## src/hw/rtl/itlc_pkg.sv

```systemverilog
// Package for the integer literal token classifier.
// Holds counter widths, the word DFA state type, result layout and helper functions.
// No dependencies; imported by every module of the block.
package itlc_pkg;

    // Width of the internal line and word counters.
    localparam int COUNT_WIDTH = 32;
    // Width of every count field on the result stream.
    localparam int OUT_W       = 32;

    // Result tdata layout, lowest bit first.
    localparam int CLS_LSB   = 0;
    localparam int CLS_W     = 3;
    localparam int OK_LSB    = CLS_LSB + CLS_W;
    localparam int LINE_LSB  = OK_LSB + 1;
    localparam int TLINE_LSB = LINE_LSB + OUT_W;
    localparam int WORDS_LSB = TLINE_LSB + OUT_W;
    localparam int DEC_LSB   = WORDS_LSB + OUT_W;
    localparam int OCT_LSB   = DEC_LSB + OUT_W;
    localparam int HEX_LSB   = OCT_LSB + OUT_W;
    localparam int BIN_LSB   = HEX_LSB + OUT_W;
    localparam int FIELD_W   = BIN_LSB + OUT_W;
    localparam int DATA_W    = ((FIELD_W + 7) / 8) * 8;

    // Result queue depth and count width.
    localparam int Q_DEPTH = 3;
    localparam int Q_CNT_W = 2;

    // Input kinds carried in tuser.
    localparam logic KIND_BYTE = 1'b0;
    localparam logic KIND_END  = 1'b1;

    typedef logic [COUNT_WIDTH-1:0] t_cnt;

    // Word DFA states, one-hot.
    typedef enum logic [12:0] {
        S_IDLE    = 13'b0_0000_0000_0001,
        S_ZERO    = 13'b0_0000_0000_0010,
        S_OCT_OK  = 13'b0_0000_0000_0100,
        S_DEC_OK  = 13'b0_0000_0000_1000,
        S_HEX_PRE = 13'b0_0000_0001_0000,
        S_HEX_OK  = 13'b0_0000_0010_0000,
        S_BIN_PRE = 13'b0_0000_0100_0000,
        S_BIN_OK  = 13'b0_0000_1000_0000,
        S_NONLIT  = 13'b0_0001_0000_0000,
        S_DEC_BAD = 13'b0_0010_0000_0000,
        S_OCT_BAD = 13'b0_0100_0000_0000,
        S_HEX_BAD = 13'b0_1000_0000_0000,
        S_BIN_BAD = 13'b1_0000_0000_0000
    } t_dfa;

    // Token classes as reported on the result stream.
    typedef enum logic [CLS_W-1:0] {
        CLS_DEC    = 3'd0,
        CLS_OCT    = 3'd1,
        CLS_HEX    = 3'd2,
        CLS_BIN    = 3'd3,
        CLS_NONLIT = 3'd4
    } t_cls;

    // Classification of the word held in the current DFA state.
    typedef struct packed {
        logic open;
        t_cls cls;
        logic ok;
    } t_word_info;

    // One result transaction.
    typedef struct packed {
        logic              is_summary;
        logic              last;
        logic [DATA_W-1:0] data;
    } t_result;

    // Push strobes into the result queue; b is used only together with a.
    typedef struct packed {
        logic a;
        logic b;
    } t_push;

    // Saturating increment of a counter.
    function automatic t_cnt sat_inc(input t_cnt v);
        return (v == '1) ? v : v + t_cnt'(1);
    endfunction

    // Clamp a counter to the 32-bit output range.
    function automatic logic [OUT_W-1:0] clamp32(input t_cnt v);
        logic [63:0] w;
        w = 64'(v);
        return (w > 64'h0000_0000_FFFF_FFFF) ? '1 : w[OUT_W-1:0];
    endfunction

endpackage

```

## src/hw/rtl/itlc_dfa.sv

```systemverilog
// Word DFA of the integer literal token classifier: next state and word classification.
// Purely combinational; depends on itlc_pkg.
module itlc_dfa (
    input  itlc_pkg::t_dfa       i_state,
    input  logic [7:0]           i_char,
    output itlc_pkg::t_dfa       o_next,
    output itlc_pkg::t_word_info o_word,
    output logic                 o_is_ws,
    output logic                 o_is_lf
);
    import itlc_pkg::*;

    localparam logic [7:0] CH_0     = 8'h30;
    localparam logic [7:0] CH_1     = 8'h31;
    localparam logic [7:0] CH_7     = 8'h37;
    localparam logic [7:0] CH_9     = 8'h39;
    localparam logic [7:0] CH_LA    = 8'h61;
    localparam logic [7:0] CH_LB    = 8'h62;
    localparam logic [7:0] CH_LF_LO = 8'h66;
    localparam logic [7:0] CH_LX    = 8'h78;
    localparam logic [7:0] CH_UA    = 8'h41;
    localparam logic [7:0] CH_UB    = 8'h42;
    localparam logic [7:0] CH_UF    = 8'h46;
    localparam logic [7:0] CH_UX    = 8'h58;
    localparam logic [7:0] CH_TAB   = 8'h09;
    localparam logic [7:0] CH_NL    = 8'h0A;
    localparam logic [7:0] CH_CR    = 8'h0D;
    localparam logic [7:0] CH_SP    = 8'h20;

    logic is_dec;
    logic is_oct;
    logic is_bin;
    logic is_hex;

    // Character classes.
    assign is_dec  = (i_char >= CH_0) && (i_char <= CH_9);
    assign is_oct  = (i_char >= CH_0) && (i_char <= CH_7);
    assign is_bin  = (i_char == CH_0) || (i_char == CH_1);
    assign is_hex  = is_dec || ((i_char >= CH_LA) && (i_char <= CH_LF_LO))
                   || ((i_char >= CH_UA) && (i_char <= CH_UF));
    assign o_is_ws = (i_char == CH_SP) || ((i_char >= CH_TAB) && (i_char <= CH_CR));
    assign o_is_lf = (i_char == CH_NL);

    // Transition on one non-space byte.
    always_comb begin
        unique case (i_state)
            S_IDLE: begin
                if (i_char == CH_0) o_next = S_ZERO;
                else if (is_dec)    o_next = S_DEC_OK;
                else                o_next = S_NONLIT;
            end
            S_ZERO: begin
                if ((i_char == CH_LX) || (i_char == CH_UX))      o_next = S_HEX_PRE;
                else if ((i_char == CH_LB) || (i_char == CH_UB)) o_next = S_BIN_PRE;
                else if (is_oct)                                 o_next = S_OCT_OK;
                else                                             o_next = S_OCT_BAD;
            end
            S_OCT_OK:             o_next = is_oct ? S_OCT_OK : S_OCT_BAD;
            S_DEC_OK:             o_next = is_dec ? S_DEC_OK : S_DEC_BAD;
            S_HEX_PRE, S_HEX_OK:  o_next = is_hex ? S_HEX_OK : S_HEX_BAD;
            S_BIN_PRE, S_BIN_OK:  o_next = is_bin ? S_BIN_OK : S_BIN_BAD;
            S_DEC_BAD, S_OCT_BAD,
            S_HEX_BAD, S_BIN_BAD: o_next = i_state;
            default:              o_next = S_NONLIT;
        endcase
    end

    // Class and validity of the word that the current state would close.
    always_comb begin
        o_word.open = (i_state != S_IDLE);
        unique case (i_state)
            S_DEC_OK:             begin o_word.cls = CLS_DEC; o_word.ok = 1'b1; end
            S_DEC_BAD:            begin o_word.cls = CLS_DEC; o_word.ok = 1'b0; end
            S_OCT_OK:             begin o_word.cls = CLS_OCT; o_word.ok = 1'b1; end
            S_ZERO, S_OCT_BAD:    begin o_word.cls = CLS_OCT; o_word.ok = 1'b0; end
            S_HEX_OK:             begin o_word.cls = CLS_HEX; o_word.ok = 1'b1; end
            S_HEX_PRE, S_HEX_BAD: begin o_word.cls = CLS_HEX; o_word.ok = 1'b0; end
            S_BIN_OK:             begin o_word.cls = CLS_BIN; o_word.ok = 1'b1; end
            S_BIN_PRE, S_BIN_BAD: begin o_word.cls = CLS_BIN; o_word.ok = 1'b0; end
            default:              begin o_word.cls = CLS_NONLIT; o_word.ok = 1'b1; end
        endcase
    end

endmodule

```

## src/hw/rtl/itlc_rslt_q.sv

```systemverilog
// Three-entry result queue of the integer literal token classifier.
// Takes up to two results per cycle and drains one; depends on itlc_pkg.
module itlc_rslt_q (
    input  logic                          i_clk,
    input  logic                          i_rst_n,
    input  itlc_pkg::t_push               i_push,
    input  itlc_pkg::t_result             i_res_a,
    input  itlc_pkg::t_result             i_res_b,
    input  logic                          i_pop,
    output itlc_pkg::t_result             o_head,
    output logic [itlc_pkg::Q_CNT_W-1:0]  o_cnt
);
    import itlc_pkg::*;

    t_result              r_q [Q_DEPTH];
    t_result              n_q [Q_DEPTH];
    logic [Q_CNT_W-1:0]   r_cnt;
    logic [Q_CNT_W-1:0]   n_cnt;
    logic [Q_CNT_W-1:0]   cnt_after_pop;

    assign cnt_after_pop = r_cnt - Q_CNT_W'(i_pop);

    // Shift on a pop, then place new results right behind the kept ones.
    always_comb begin
        for (int i = 0; i < Q_DEPTH; i++) begin
            n_q[i] = i_pop ? r_q[(i + 1 < Q_DEPTH) ? i + 1 : i] : r_q[i];
            if (i_push.a && (Q_CNT_W'(i) == cnt_after_pop)) begin
                n_q[i] = i_res_a;
            end
            if (i_push.b && (Q_CNT_W'(i) == cnt_after_pop + Q_CNT_W'(1))) begin
                n_q[i] = i_res_b;
            end
        end
        n_cnt = cnt_after_pop + Q_CNT_W'(i_push.a) + Q_CNT_W'(i_push.b);
    end

    // Entry payload.
    always_ff @(posedge i_clk) begin
        r_q <= n_q;
    end

    // Fill count.
    always_ff @(posedge i_clk) begin
        if (!i_rst_n) begin
            r_cnt <= '0;
        end else begin
            r_cnt <= n_cnt;
        end
    end

    assign o_head = r_q[0];
    assign o_cnt  = r_cnt;

endmodule

```

## src/hw/rtl/integer_literal_token_classifier.sv

```systemverilog
// Integer literal token classifier: top level with word state, counters and stream ports.
// Depends on itlc_pkg, itlc_dfa and itlc_rslt_q.
// Results pass through the registered result queue before they reach the stream.
// Input: one byte per cycle while the queue holds fewer than two results; an end item that
// closes an open word yields two results, the word report and then the totals.
// Reset: synchronous, active low; clears word state, counters and the queue, input not ready.
module integer_literal_token_classifier (
    input  logic                          i_clk,
    input  logic                          i_rst_n,
    input  logic                          s_axis_tvalid,
    output logic                          s_axis_tready,
    input  logic [7:0]                    s_axis_tdata,  // [7:0] char_byte
    input  logic                          s_axis_tuser,  // [0] kind
    output logic                          m_axis_tvalid,
    input  logic                          m_axis_tready,
    // [2:0] token_class, [3] token_valid, [35:4] line_number, [67:36] total_lines,
    // [99:68] total_words, [131:100] decimal_count, [163:132] octal_count,
    // [195:164] hex_count, [227:196] binary_count, [231:228] zero
    output logic [itlc_pkg::DATA_W-1:0]   m_axis_tdata,
    output logic                          m_axis_tuser,  // [0] is_summary
    output logic                          m_axis_tlast   // last_of_run
);
    import itlc_pkg::*;

    t_dfa               r_state,     n_state;
    logic               r_line_open, n_line_open;
    t_cnt               r_nl,        n_nl;
    t_cnt               r_words,     n_words;
    t_cnt               r_dec,       n_dec;
    t_cnt               r_oct,       n_oct;
    t_cnt               r_hex,       n_hex;
    t_cnt               r_bin,       n_bin;
    logic               r_alive;

    t_dfa               dfa_next;
    t_word_info         word;
    logic               is_ws;
    logic               is_lf;
    logic               accept;
    logic               pop;
    t_push              push;
    t_result            word_res;
    t_result            sum_res;
    t_result            res_a;
    t_result            head;
    logic [Q_CNT_W-1:0] q_cnt;

    itlc_dfa u_dfa (
        .i_state (r_state),
        .i_char  (s_axis_tdata),
        .o_next  (dfa_next),
        .o_word  (word),
        .o_is_ws (is_ws),
        .o_is_lf (is_lf)
    );

    // Input is taken while at least two queue entries are free after reset.
    assign s_axis_tready = r_alive && (q_cnt < Q_CNT_W'(2));
    assign accept        = s_axis_tvalid && s_axis_tready;
    assign pop           = m_axis_tvalid && m_axis_tready;

    // Word state and counter updates, and the results of this transaction.
    always_comb begin
        n_state     = r_state;
        n_line_open = r_line_open;
        n_nl        = r_nl;
        n_words     = r_words;
        n_dec       = r_dec;
        n_oct       = r_oct;
        n_hex       = r_hex;
        n_bin       = r_bin;
        push        = '0;

        // Word report for the word held in the DFA.
        word_res                                 = '0;
        word_res.last                            = (s_axis_tuser == KIND_BYTE);
        word_res.data[CLS_LSB +: CLS_W]          = word.cls;
        word_res.data[OK_LSB]                    = word.ok;
        word_res.data[LINE_LSB +: OUT_W]         = clamp32(sat_inc(r_nl));

        // Closing a word counts it and, when valid, its class.
        if (accept && word.open && (is_ws || (s_axis_tuser == KIND_END))) begin
            n_state = S_IDLE;
            n_words = sat_inc(r_words);
            if (word.ok && (word.cls == CLS_DEC)) n_dec = sat_inc(r_dec);
            if (word.ok && (word.cls == CLS_OCT)) n_oct = sat_inc(r_oct);
            if (word.ok && (word.cls == CLS_HEX)) n_hex = sat_inc(r_hex);
            if (word.ok && (word.cls == CLS_BIN)) n_bin = sat_inc(r_bin);
        end

        // Totals, taken after the closing word has been counted.
        sum_res                            = '0;
        sum_res.is_summary                 = 1'b1;
        sum_res.last                       = 1'b1;
        sum_res.data[TLINE_LSB +: OUT_W]   = clamp32(r_line_open ? sat_inc(r_nl) : r_nl);
        sum_res.data[WORDS_LSB +: OUT_W]   = clamp32(n_words);
        sum_res.data[DEC_LSB +: OUT_W]     = clamp32(n_dec);
        sum_res.data[OCT_LSB +: OUT_W]     = clamp32(n_oct);
        sum_res.data[HEX_LSB +: OUT_W]     = clamp32(n_hex);
        sum_res.data[BIN_LSB +: OUT_W]     = clamp32(n_bin);

        res_a = word_res;

        if (accept) begin
            if (s_axis_tuser == KIND_BYTE) begin
                if (is_ws) begin
                    push.a      = word.open;
                    n_line_open = !is_lf;
                    if (is_lf) n_nl = sat_inc(r_nl);
                end else begin
                    n_state     = dfa_next;
                    n_line_open = 1'b1;
                end
            end else begin
                // End of input: optional word report, then totals, then clear.
                push.a      = 1'b1;
                push.b      = word.open;
                res_a       = word.open ? word_res : sum_res;
                n_state     = S_IDLE;
                n_line_open = 1'b0;
                n_nl        = '0;
                n_words     = '0;
                n_dec       = '0;
                n_oct       = '0;
                n_hex       = '0;
                n_bin       = '0;
            end
        end
    end

    // State and counter registers.
    always_ff @(posedge i_clk) begin
        if (!i_rst_n) begin
            r_state     <= S_IDLE;
            r_line_open <= 1'b0;
            r_nl        <= '0;
            r_words     <= '0;
            r_dec       <= '0;
            r_oct       <= '0;
            r_hex       <= '0;
            r_bin       <= '0;
            r_alive     <= 1'b0;
        end else begin
            r_state     <= n_state;
            r_line_open <= n_line_open;
            r_nl        <= n_nl;
            r_words     <= n_words;
            r_dec       <= n_dec;
            r_oct       <= n_oct;
            r_hex       <= n_hex;
            r_bin       <= n_bin;
            r_alive     <= 1'b1;
        end
    end

    itlc_rslt_q u_rslt_q (
        .i_clk   (i_clk),
        .i_rst_n (i_rst_n),
        .i_push  (push),
        .i_res_a (res_a),
        .i_res_b (sum_res),
        .i_pop   (pop),
        .o_head  (head),
        .o_cnt   (q_cnt)
    );

    // Result stream from the queue head.
    assign m_axis_tvalid = (q_cnt != '0);
    assign m_axis_tdata  = head.data;
    assign m_axis_tuser  = head.is_summary;
    assign m_axis_tlast  = head.last;

`ifndef SYNTHESIS
    // A double push only happens with room for both results.
    a_double_push_room: assert property (@(posedge i_clk) disable iff (!i_rst_n)
        push.b |-> (q_cnt <= Q_CNT_W'(1)))
        else $error("double push into a result queue without room");

    // The second push is always paired with a first one.
    a_push_order: assert property (@(posedge i_clk) disable iff (!i_rst_n)
        push.b |-> push.a)
        else $error("second result pushed without the first");

    // An end item leaves the word state, the line and word counters and the line-open flag cleared.
    a_end_clears: assert property (@(posedge i_clk) disable iff (!i_rst_n)
        (accept && (s_axis_tuser == KIND_END)) |=>
            ((r_state == S_IDLE) && (r_words == '0) && (r_nl == '0) && !r_line_open))
        else $error("state not cleared after end of input");

    // A totals result always closes its run.
    a_summary_last: assert property (@(posedge i_clk) disable iff (!i_rst_n)
        (m_axis_tvalid && m_axis_tuser) |-> m_axis_tlast)
        else $error("totals result not marked last");

    // An accepted whitespace byte that closes a word produces a result next cycle.
    a_word_reported: assert property (@(posedge i_clk) disable iff (!i_rst_n)
        (accept && word.open && is_ws && (s_axis_tuser == KIND_BYTE)) |=> m_axis_tvalid)
        else $error("closed word produced no result");
`endif

endmodule
```

## config.mk

```make
export PLATFORM = sky130hd
export DESIGN_NAME = integer_literal_token_classifier
export DESIGN_NICKNAME = d
export VERILOG_FILES = /design/src/hw/rtl/itlc_pkg.sv /design/src/hw/rtl/itlc_dfa.sv /design/src/hw/rtl/itlc_rslt_q.sv /design/src/hw/rtl/integer_literal_token_classifier.sv
export SDC_FILE = /design/constraint.sdc
export NUM_CORES = 2
export LEC_CHECK = 0
export ABC_AREA = 1
export CAP_MARGIN = 20
export CORE_UTILIZATION = 55
export DETAILED_ROUTE_END_ITERATION = 8
export DONT_BUFFER_PORTS = 1
export GPL_TIMING_DRIVEN = 0
export MAX_ROUTING_LAYER = met4
export PLACE_DENSITY = 0.73
export SYNTH_ARGS = -nofsm -noshare
export SYNTH_HDL_FRONTEND = slang
export SYNTH_SLANG_ARGS = --single-unit
```

## constraint.sdc

```tcl
create_clock -name i_clk -period 7.5 [get_ports i_clk]
set_input_delay 1.5 -clock i_clk [delete_from_list [all_inputs] [get_ports i_clk]]
set_output_delay 1.5 -clock i_clk [all_outputs]
set_load 0.02 [all_outputs]
```

==> flow_metrics.env <==
export IMPL_syn_avg_cell_area_sq_um=7.09
export IMPL_wl_per_cell_um=21.6
export IMPL_drive_above_1_share_pct=9.64
export IMPL_track_usage_pct=39.7
export IMPL_firstDrtPassIters=8
export IMPL_worstPathCellList="nand2_1 > inv_1 > clkbuf_1 > ha_1 > or2_1 > nand2_1 > inv_2 > nor2_1 > nand2_2 > inv_4 > nor2_4 > inv_2 > buf_8 > buf_16 > buf_16"
export IMPL_synth_cells=7440
export IMPL_slowest_delay_ps=460
export IMPL_critPathMaxFanout=105
export IMPL_gp_congestion=1.05
export IMPL_dp_hpwl_um=141000
export IMPL_synth_warning_count=0
export IMPL_tritoncts="built"
export IMPL_maxCapViolCount=0
export IMPL_period_minus_slack_ps=5050
export IMPL_ys_ff_latch=899
export IMPL_worst_pin_slew_ps=1260
export IMPL_ctsResizeCount=0
export IMPL_syn_to_final_growth_pct=9.74
export IMPL_fmax_ghz=0.198
export IMPL_drt_met1_wl_um=77300
export IMPL_rsz0062_at_grt="false"
export IMPL_fin_skew_ps=22.2
export IMPL_path_clk_slew_ps=60
export IMPL_antenna_found_initial=11
export IMPL_numCtsBuffers=99
export IMPL_dr_wl_met3_um=19200
export IMPL_cts_hold_buf=0
export IMPL_num_rows=113
export IMPL_grt_pass1_wl_um=286000
export IMPL_status="finished, final reports clean"
export IMPL_nFillCells=8876
export IMPL_ys_seq_area_share_pct=45.0
export IMPL_port_buffers=0
export IMPL_clock_path_buffers=3
export IMPL_dp_slack_ps=1820
export IMPL_crit_buf_inv=8
export IMPL_setup_tns_ps=0
export IMPL_dieWidth_um=312
export IMPL_cts_root_buffer="clkbuf_16"
export IMPL_core_area_sq_um=95000
export IMPL_gr_total_overflow=0
export IMPL_grt_max_degree=110
export IMPL_wl_met2_um=84900
export IMPL_synth_flop_cell="edfxtp_1"
export IMPL_setup_worst_path_class="in -> reg"
export IMPL_min_path_type="reg -> reg"
export IMPL_drc_errors=0
export IMPL_cts_setup_buffers=0
export IMPL_fin_hold_ws_ps=450
export IMPL_routed_top_layer="met4"
export IMPL_vdd_drop_max_uv=309
export IMPL_final_setup_viol_count=0
export IMPL_p_leak_nw=24.5
export IMPL_clkSinkCount=899
export IMPL_yosys_area_top_type="edfxtp_1"
export IMPL_initial_core_util_pct=55.5
export IMPL_yosys_area_top_type_share_pct=32.8
export IMPL_synthArstFlopShare_pct=0
export IMPL_power_density_nw_per_um2=297
export IMPL_io_pins=249
export IMPL_fin_ws_ps=2450
export IMPL_clk_latency_ps=700
export IMPL_grt_pass1_vias=47144
export IMPL_synthesis_area_sq_um=52800
export IMPL_hold_viol=0
export IMPL_final_core_util_pct=60.9
export IMPL_slew_headroom_pct=16.1
export IMPL_drt_total_wl_um=192000
export IMPL_vias_per_cell=5.71
export IMPL_critical_path_top_delay_family="buffers and inverters"
export IMPL_period_share_pct=67.3
export IMPL_synthTopCellsByCount="3189 x nand2_1, 576 x edfxtp_1, 522 x inv_1"
export IMPL_htree_levels=3
export IMPL_worst_setup_path_end_kind="flip-flop"
export IMPL_dieArea_sq_um=97200
export IMPL_via_count=50871
export IMPL_drt_iter0_markers=6200
export IMPL_synth_most_common_cell="nand2_1"
export IMPL_synth_cell_types=45
export IMPL_cp_required_ps=7810
export IMPL_cp_slowest_cell="buf_16"
export IMPL_crit_path_start_kind="primary input"
export IMPL_drv_slew=0
export IMPL_fin_nets=7574
export IMPL_die_h_um=312
export IMPL_drtAntennaViolNets=0
export IMPL_synth_edf_count=576
export IMPL_critPathArrivalTime_ps=5360
export IMPL_synthTopCellsByArea="edfxtp_1 33%, nand2_1 23%, dfxtp_1 12%"
per-layer routing:
metal	GRT usage, %	vias up
met2	59.5	2842
met1	51.1	23472
met5	-	-
met4	21.2	0
li1	-	24019
met3	7.37	538
layout by cell type, fill, tap and decap left out, types with 17 or more instances in the layout:
| cell | synthesis | final |
|---|---|---|
| clkbuf_16 | 0 | 103 |
| clkinv_1 | 5 | 17 |
| nor3_1 | 24 | 24 |
| o211ai_1 | 136 | 136 |
| clkbuf_1 | 129 | 147 |
| buf_4 | 251 | 251 |
| inv_1 | 522 | 521 |
| clkinv_2 | 1 | 19 |
| buf_2 | 247 | 245 |
| o21ai_1 | 225 | 225 |
| nand3_1 | 484 | 484 |
| nor2_1 | 456 | 456 |
| nand2_1 | 3189 | 3189 |
| o21ai_0 | 335 | 335 |
| dfxtp_1 | 323 | 323 |
| a21oi_1 | 285 | 285 |
| nand4_1 | 35 | 35 |
| edfxtp_1 | 576 | 576 |
| xor2_1 | 71 | 71 |
worst reg2reg max path, delay by kind of cell (launching register included):
kind                     cells  cell delay [ps]
AND/OR/NAND/NOR              7             1330
adder cells (fa/ha/maj)      1              280
flip-flops                   1              390
buffers and inverters        9             2400
final cells by class:
| class | count | area, sq um | area share [%] |
|---|---|---|---|
| clock inverters | 55 | 544 | 0.940 |
| well taps | 1265 | 1580 | 2.73 |
| multi-input cells | 5347 | 23200 | 40.0 |
| inverters | 543 | 2050 | 3.53 |
| clock buffers | 129 | 2750 | 4.75 |
| plain buffers | 654 | 3820 | 6.59 |
| diodes | 14 | 35.0 | 0.0605 |
| flip-flops and latches | 899 | 23800 | 41.0 |
| repair buffers | 9 | 194 | 0.335 |
cell families (layout without fill, tap and decap cells):
kind of cell               after synthesis  count (layout)  share of synthesized area, %
adders and majority gates                8               8                         0.204
DFF                                    899             899                          45.0
and+or+nand+nor                       4241            4241                          31.9
other                                    1              18                       0.00711
xor gates and xnor gates                84              84                          1.39
AOI/OAI and AO/OA                     1010            1010                          10.3
buffers and inverters                 1197            1390                          11.1
state kept, by name, indices dropped and copies added (netlist names):
register         flops
u_rslt_q.r_q       460
u_rslt_q.o_head    230
r_bin               32
r_dec               32
r_hex               32
r_nl                32
r_oct               32
r_words             32
r_state             13
u_rslt_q.o_cnt       2
r_alive              1
r_line_open          1
worst paths after layout:
path,startpoint,endpoint,slack (ps),cells past startpoint
worst max-delay path,m_axis_tready,u_rslt_q.r_q[435],2450,15
worst min-delay path,u_rslt_q.o_head[24],u_rslt_q.o_head[24],450,2
worst max register to register,u_rslt_q.o_cnt[1],u_rslt_q.r_q[435],2550,17
worst min register to register,u_rslt_q.o_head[24],u_rslt_q.o_head[24],450,2
where the power goes:
part,internal [W],switching (W)
Clock,0.00287,0.00216
Combinational,0.00155,0.00349
Sequential,0.00677,0.000345
through the flow:
stage | total power [W] | instances | area (sq um)
2_1_floorplan | 0.0107 | 7443 | 52800
3_3_place_gp | 0.0121 | 8708 | 54400
5_1_grt | 0.0178 | 8912 | 57900
3_5_place_dp | 0.0121 | 8716 | 54600
6_report | 0.0172 | 8915 | 57900
4_1_cts | 0.0171 | 8900 | 57900
Note: power is estimated with default switching activity, not from simulation.
